### src/hw/rtl/tgapsd_pkg.sv
// tgapsd_pkg: shared types, constants and helper functions of the tga pixel stream decoder
`timescale 1ns / 1ps
package tgapsd_pkg;

   localparam int BYTE_W       = 8;
   localparam int WORD_W       = 32;
   localparam int REPEAT_W     = 8;
   localparam int SIZE_W       = 3;
   localparam int MAP_LEN_W    = 10;
   localparam int FIRST_IDX_W  = 9;
   localparam int PIXELS_W     = 29;
   localparam int ADDR_W       = 16;
   localparam int CSR_INDEX_W  = 3;
   localparam int CSR_DATA_W   = 29;
   localparam int QUEUE_DEPTH  = 4;
   localparam int QUEUE_PTR_W  = 2;
   localparam int QUEUE_CNT_W  = 3;
   localparam int PACKET_LEN_W = 7;

   localparam logic [BYTE_W-1:0] RUN_FLAG_MASK = 8'h80;
   localparam logic [BYTE_W-1:0] LEN_MASK      = 8'h7F;

   typedef enum logic [CSR_INDEX_W-1:0] {
      REG_RLE_MODE          = 3'd0,
      REG_PIXEL_BYTES       = 3'd1,
      REG_USE_COLORMAP      = 3'd2,
      REG_MAP_LENGTH        = 3'd3,
      REG_MAP_ENTRY_BYTES   = 3'd4,
      REG_FIRST_ENTRY_INDEX = 3'd5,
      REG_TOTAL_PIXELS      = 3'd6
   } reg_index_type;

   typedef enum logic [1:0] {
      PH_MAP    = 2'd0,
      PH_HEADER = 2'd1,
      PH_PIXEL  = 2'd2,
      PH_DONE   = 2'd3
   } phase_type;

   typedef enum logic [1:0] {
      ST_OK        = 2'd0,
      ST_MAP_RANGE = 2'd1,
      ST_CLIPPED   = 2'd2
   } status_type;

   typedef enum logic [1:0] {
      CMD_MAP_WRITE = 2'd0,
      CMD_PIXEL     = 2'd1,
      CMD_LOOKUP    = 2'd2
   } cmd_kind_type;

   typedef struct packed {
      logic                   rle_mode;
      logic [SIZE_W-1:0]      pixel_bytes;
      logic                   use_colormap;
      logic [MAP_LEN_W-1:0]   map_length;
      logic [SIZE_W-1:0]      map_entry_bytes;
      logic [FIRST_IDX_W-1:0] first_entry_index;
      logic [PIXELS_W-1:0]    total_pixels;
   } cfg_type;

   typedef struct packed {
      cmd_kind_type           kind;
      logic [ADDR_W-1:0]      addr;
      logic [WORD_W-1:0]      word;
      logic [REPEAT_W-1:0]    repeat_count;
      logic                   image_done;
      status_type             status;
   } cmd_type;

   function automatic logic [SIZE_W-1:0] size_clamp(input logic [SIZE_W-1:0] v);
      logic [SIZE_W-1:0] r;
      if (v == 3'd0) begin
         r = 3'd1;
      end else if (v > 3'd4) begin
         r = 3'd4;
      end else begin
         r = v;
      end
      return r;
   endfunction

   function automatic logic [WORD_W-1:0] swap02(input logic [WORD_W-1:0] w);
      return {w[31:24], w[7:0], w[15:8], w[23:16]};
   endfunction

endpackage

### src/hw/rtl/tgapsd_queue.sv
// tgapsd_queue: small command queue between the byte parser and the lookup stage
`timescale 1ns / 1ps
module tgapsd_queue
   import tgapsd_pkg::*;
(
   input  logic    clock,
   input  logic    reset,
   input  logic    push_valid,
   output logic    push_ready,
   input  cmd_type push_data,
   output logic    pop_valid,
   input  logic    pop_ready,
   output cmd_type pop_data
);

   cmd_type                entry_ff [QUEUE_DEPTH];
   logic [QUEUE_PTR_W-1:0] wr_ptr_ff, wr_ptr_in;
   logic [QUEUE_PTR_W-1:0] rd_ptr_ff, rd_ptr_in;
   logic [QUEUE_CNT_W-1:0] count_ff, count_in;
   logic                   push, pop;

   assign push_ready = (count_ff != QUEUE_CNT_W'(QUEUE_DEPTH));
   assign pop_valid  = (count_ff != '0);
   assign pop_data   = entry_ff[rd_ptr_ff];
   assign push       = push_valid && push_ready;
   assign pop        = pop_valid && pop_ready;

   always_comb begin
      wr_ptr_in = push ? wr_ptr_ff + 1'b1 : wr_ptr_ff;
      rd_ptr_in = pop ? rd_ptr_ff + 1'b1 : rd_ptr_ff;
      count_in  = count_ff;
      if (push && !pop) begin
         count_in = count_ff + 1'b1;
      end else if (pop && !push) begin
         count_in = count_ff - 1'b1;
      end
   end

   always_ff @(posedge clock) begin
      if (reset) begin
         wr_ptr_ff <= '0;
         rd_ptr_ff <= '0;
         count_ff  <= '0;
      end else begin
         wr_ptr_ff <= wr_ptr_in;
         rd_ptr_ff <= rd_ptr_in;
         count_ff  <= count_in;
      end
   end

   always_ff @(posedge clock) begin
      if (push) begin
         entry_ff[wr_ptr_ff] <= push_data;
      end
   end

endmodule

### config.mk
export PLATFORM = sky130hd
export DESIGN_NAME = tgapsd_queue
export DESIGN_NICKNAME = d
export VERILOG_FILES = /design/src/hw/rtl/tgapsd_pkg.sv /design/src/hw/rtl/tgapsd_queue.sv
export SDC_FILE = /design/constraint.sdc
export NUM_CORES = 1
export LEC_CHECK = 0
export BUFFER_PORTS_ARGS = -buffer_cell sky130_fd_sc_hd__buf_4
export CAP_MARGIN = 10
export CORE_ASPECT_RATIO = 1.2
export CORE_MARGIN = 4
export CORE_UTILIZATION = 45
export DETAILED_ROUTE_END_ITERATION = 10
export GPL_ROUTABILITY_DRIVEN = 0
export PLACE_DENSITY = 0.69
export REMOVE_ABC_BUFFERS = 1
export SLEW_MARGIN = 10
export SYNTH_ARGS = -nofsm -noshare
export SYNTH_HDL_FRONTEND = slang
export SYNTH_SLANG_ARGS = --single-unit
### constraint.sdc
create_clock -name clock -period 4.8 [get_ports clock]
set_input_delay 0.96 -clock clock [delete_from_list [all_inputs] [get_ports clock]]
set_output_delay 0.96 -clock clock [all_outputs]
set_load 0.05 [all_outputs]
# Word level (Yosys, flattened, before mapping)

Memories as Yosys holds them, arrays and structs flattened. A register that Yosys moved wholly into a read port is not among the register bits.
Cells that the tools add are included.

Register bits: 7
Input port bits: 65
Output and inout port bits: 63
Logic and storage cells: 23
Bits in writable memories: 244
Memories: 1

Equal/unequal tests: 1
$add $sub $neg: 4
Muxes and demuxes: 6
Reductions and logical operators: 8

Memories:

| memory   | words | width | rd ports | clocked after memory_dff | write ports | RTL line           | RTL |
|---|---|---|---|---|---|---|---|
| entry_ff | 4     | 61    | 1        | 1                        | 1           | tgapsd_queue.sv:16 | `cmd_type entry_ff [QUEUE_DEPTH];` |

Operators by type and width:

| operator              | count |
|---|---|
| $mux W3               | 2 |
| $add A2 B1 Y2 const B | 2 |
| $logic_and A1 B1 Y1   | 4 |
| $mux W2               | 2 |
| $add A3 B1 Y3 const B | 1 |
| $ne A3 B3 Y1 const B  | 1 |
| $reduce_bool A3 Y1    | 1 |
| $sub A3 B1 Y3 const B | 1 |
| $logic_not A1 Y1      | 2 |
| $mux W1               | 2 |
| $reduce_bool A2 Y1    | 1 |

# Logic depth before layout (Yosys ltp)

Depth after elaboration: 6
Gate-level depth with buffers: 8

# Least setup slack after synthesis

OpenSTA, ideal clock, no wires.

Path kind: input-to-reg
From: input push_valid
To: memory entry_ff[0][0] (netlist bit), enable pin
Path slack: 1.669 ns
Path buffers: 0
Data required time: 4.375 ns
Cell stages on the path: 2
Arrival time: 2.706 ns
Cells stage by stage: a21boi_2 and2_1

Longest elaborated chain between the ends: 3

Ends and longest elaborated chain:

| item                          | RTL line           | RTL |
|---|---|---|
| start: declaration            | tgapsd_queue.sv:8  | `input logic push_valid,` |
| $logic_and A1 B1 Y1           | tgapsd_queue.sv:25 | `assign push = push_valid && push_ready;` |
| $mux W1                       | tgapsd_queue.sv:52 | `if (push) begin` |
| $mux W1 (implied by the code) | tgapsd_queue.sv:53 | `entry_ff[wr_ptr_ff] <= push_data;` |
| end: declaration              | tgapsd_queue.sv:16 |  |

Every way passes these cells.

==> results.tsv <==
stage	metric	value	unit
critical_path	critical_path.cell_chain	buf_12 -> mux4_1 -> buf_4	
pwr	p_per_area	605	mW/mm^2
routing	top_layer	met4	
clocking	cts_tree	done	
sta	finalSetupViolCount	0	
critical_path	crit_arrival	2.42	ns
final_layout	final_common_cell	edfxtp_1	
sta	max_slew_margin	35.1	%
routing	wl_met1	6440	um
global_routing	grt_max_degree	62	
floorplan	dieHeight	166	um
routing	drtAntennaViolNets	0	
logic_synthesis	postSynthAreaPerCell	25.4	um^2
clocking	clk_pin_slew_worst_paths	0.06	ns
final_layout	final_util	55.2	%
routing	num_vias	4137	
clocking	clock-sinks	253	
final_layout	seq_area	0.00751	mm^2
critical_path	crit_fanout	33	
clocking	htree_levels	1	
logic_synthesis	yosysWarnings	0	
global_routing	gr-usage-all-layers	14.1	%
clocking	clockBufferDepth	3	
sta	hold_violations	0	
routing	routedWlPerCell	20.7	um
sta	rsz0062_at_grt	no	
place	io_buffers	127	
routing	met2_length	8350	um
logic_synthesis	ys_types	25	
routing	drtIter0Drc	225	
sta	fin_skew	0.00952	ns
routing	routed_via_density	5.26	
sta	finalSetupTns	0	ns
place	dp_hpwl	9070	um
pwr	swShare	33.5	%
sta	finalCritPeriodShare	70.3	%
worst_hold_path	hold_class	reg2reg	
critical_path	endpoint_kind	output pin	
final_layout	multi_input_area	0.00166	mm^2
flow_run	maxCapViolations	0	
floorplan	rows	57	
clocking	cts_setup_buffers	0	
pwr	clockPowerShare	26.1	%
routing	wl_met3	1170	um
final_layout	antenna_cells	0	
final_layout	nFillCells	1537	
pwr	p_int	4.52	mW
clocking	cts-root-buf	clkbuf_16	
clocking	holdBufCountCts	0	
global_routing	grt-ovfl-total	0	
floorplan	dieArea	0.0231	mm^2
sta	fin_crit	3.38	ns
logic_synthesis	synth_flop_cell	edfxtp_1	
critical_path	path_class	reg2out	
sta	final_max_slew_viol_count	0	
routing	wirelength	16300	um
pwr	power	6.79	mW
pwr	power_frac_comb	32.0	%
critical_path	worst_path_max_delay_cell	dfxtp_4	
pwr	p_switching	2.28	mW
logic_synthesis	ys_seq_area_share	80.4	%
floorplan	dieWidth	139	um
pwr	irDropWorstVdd	0.391	mV
critical_path	cp_slowest_stage_delay	0.75	ns
routing	dr.pass1.iters	4	
clocking	insertion_delay	0.50	ns
critical_path	required	3.84	ns
logic_synthesis	synth_edf_count	244	
pwr	p_seq_share	42.0	%
logic_synthesis	async_reset_ff_share	0	%
global_routing	antenna_found_initial	0	
final_layout	syn_to_final_growth	20.2	%
logic_synthesis	syn_area	0.00934	mm^2
sta	tightest_slew	0.973	ns
logic_synthesis	syn-instance-count	367	
final_layout	nNetsFinal	576	
global_routing	grt_pass1_wl	25700	um
clocking	cts_buffers	23	
logic_synthesis	ys_seq_elements	253	
sta	fmax	296	MHz
final_layout	drive_above_1_share	43.6	%
clocking	cts.repair.resized	0	
floorplan	ios	128	
critical_path	critPathLaunchType	flop	
floorplan	core	0.0203	mm^2
final_layout	final_cell_mix	244 x edfxtp_1, 127 x buf_4, 60 x mux4_2, 23 x clkbuf_16	
pwr	p_leak	3.75	nW
floorplan	initial_core_util	45.9	%
global_routing	first_global_vias	4590	
status	outcome	finished, final reports clean	
routing	drc	0	
==> flip-flops by register name (all words and copies together), names as in the netlist, named ones only <==
signal and cells:
wr_ptr_ff 2, rd_ptr_ff 2, entry_ff 244, count_ff 3
==> through the flow <==
step	hold WS, ns	instance area [um^2]	worst slack (ns)	cells
2_1_floorplan	0.481	9170	0.258	352
3_3_place_gp	0.491	10500	1.86	745
3_5_place_dp	0.518	10500	1.84	745
4_1_cts	0.533	11200	1.31	786
5_1_grt	0.559	11200	1.21	786
6_report	0.537	11200	1.42	786
==> layout make-up <==
class / count / share of cell area, %
multi-input cells: 96 / 14.8
repair buffers: 128 / 8.68
clock inverters: 16 / 1.32
clock buffers: 25 / 5.20
flip-flops and latches: 253 / 67.0
well taps: 265 / 2.96
inverters: 3 / 0.100
==> metal layers <==
layer	vias up	track usage [%]
met4	0	3.45
met5	-	0
met3	26	3.69
met2	119	24.5
met1	2161	17.7
li1	1831	-
==> power groups by stage <==
stage          clock [mW]  combinational [mW]  sequential (mW)
6_report             1.77                2.17             2.85
5_1_grt              1.92                2.27             2.89
4_1_cts              1.81                2.21             2.87
3_5_place_dp            0                2.20             2.91
3_3_place_gp            0                2.18             2.90
2_1_floorplan           0                1.54             2.91
==> cells by family (layout without fill, tap and decap cells) <==
logic type               after synthesis  after routing  share of synthesized area, %
AO/OA/AOI/OAI                          5              5                         0.402
AND/OR/NAND/NOR                       17             17                         0.898
adder cells (fa/ha/maj)                6              6                         0.885
XOR/XNOR                               4              4                         0.375
buffers and inverters                 18            172                          1.93
multiplexers                          64             64                          15.1
flip-flops                           253            253                          80.4
==> critical path: cells and delay by family (launching register included) <==
family,cells,cell delay (ns)
flops,1,0.75
buf+inv,2,0.55
mux,1,0.59
==> cells in the mapped netlist (2+ instances only) <==
cell type	n	area share [%]
edfxtp_1	244	78
mux4_2	60	14
dfxtp_1	9	1.9
nor2_1	8	0.32
buf_12	6	1.3
buf_2	6	0.32
ha_1	5	0.67
and2_1	4	0.27
xor2_1	4	0.38
inv_1	3	0.12
mux2i_1	2	0.21
nand2b_1	2	0.13
or3_1	2	0.13
==> path summary, 6_finish.rpt <==
| kind | from | end | slack (ns) | depth (start not counted) |
|---|---|---|---|---|
| hold reg to reg | rd_ptr_ff[0]$_SDFFE_PP0P_ | flop | 0.54 | 2 |
| setup / recovery | flop | pop_data[56] | 1.42 | 3 |
| setup reg to reg | count_ff[0]$_SDFFE_PP0P_ | count_ff[2]$_SDFFE_PP0P_ | 2.44 | 8 |
| hold / removal | rd_ptr_ff[0]$_SDFFE_PP0P_ | flop | 0.54 | 2 |
(Power assumes the default switching activity.)
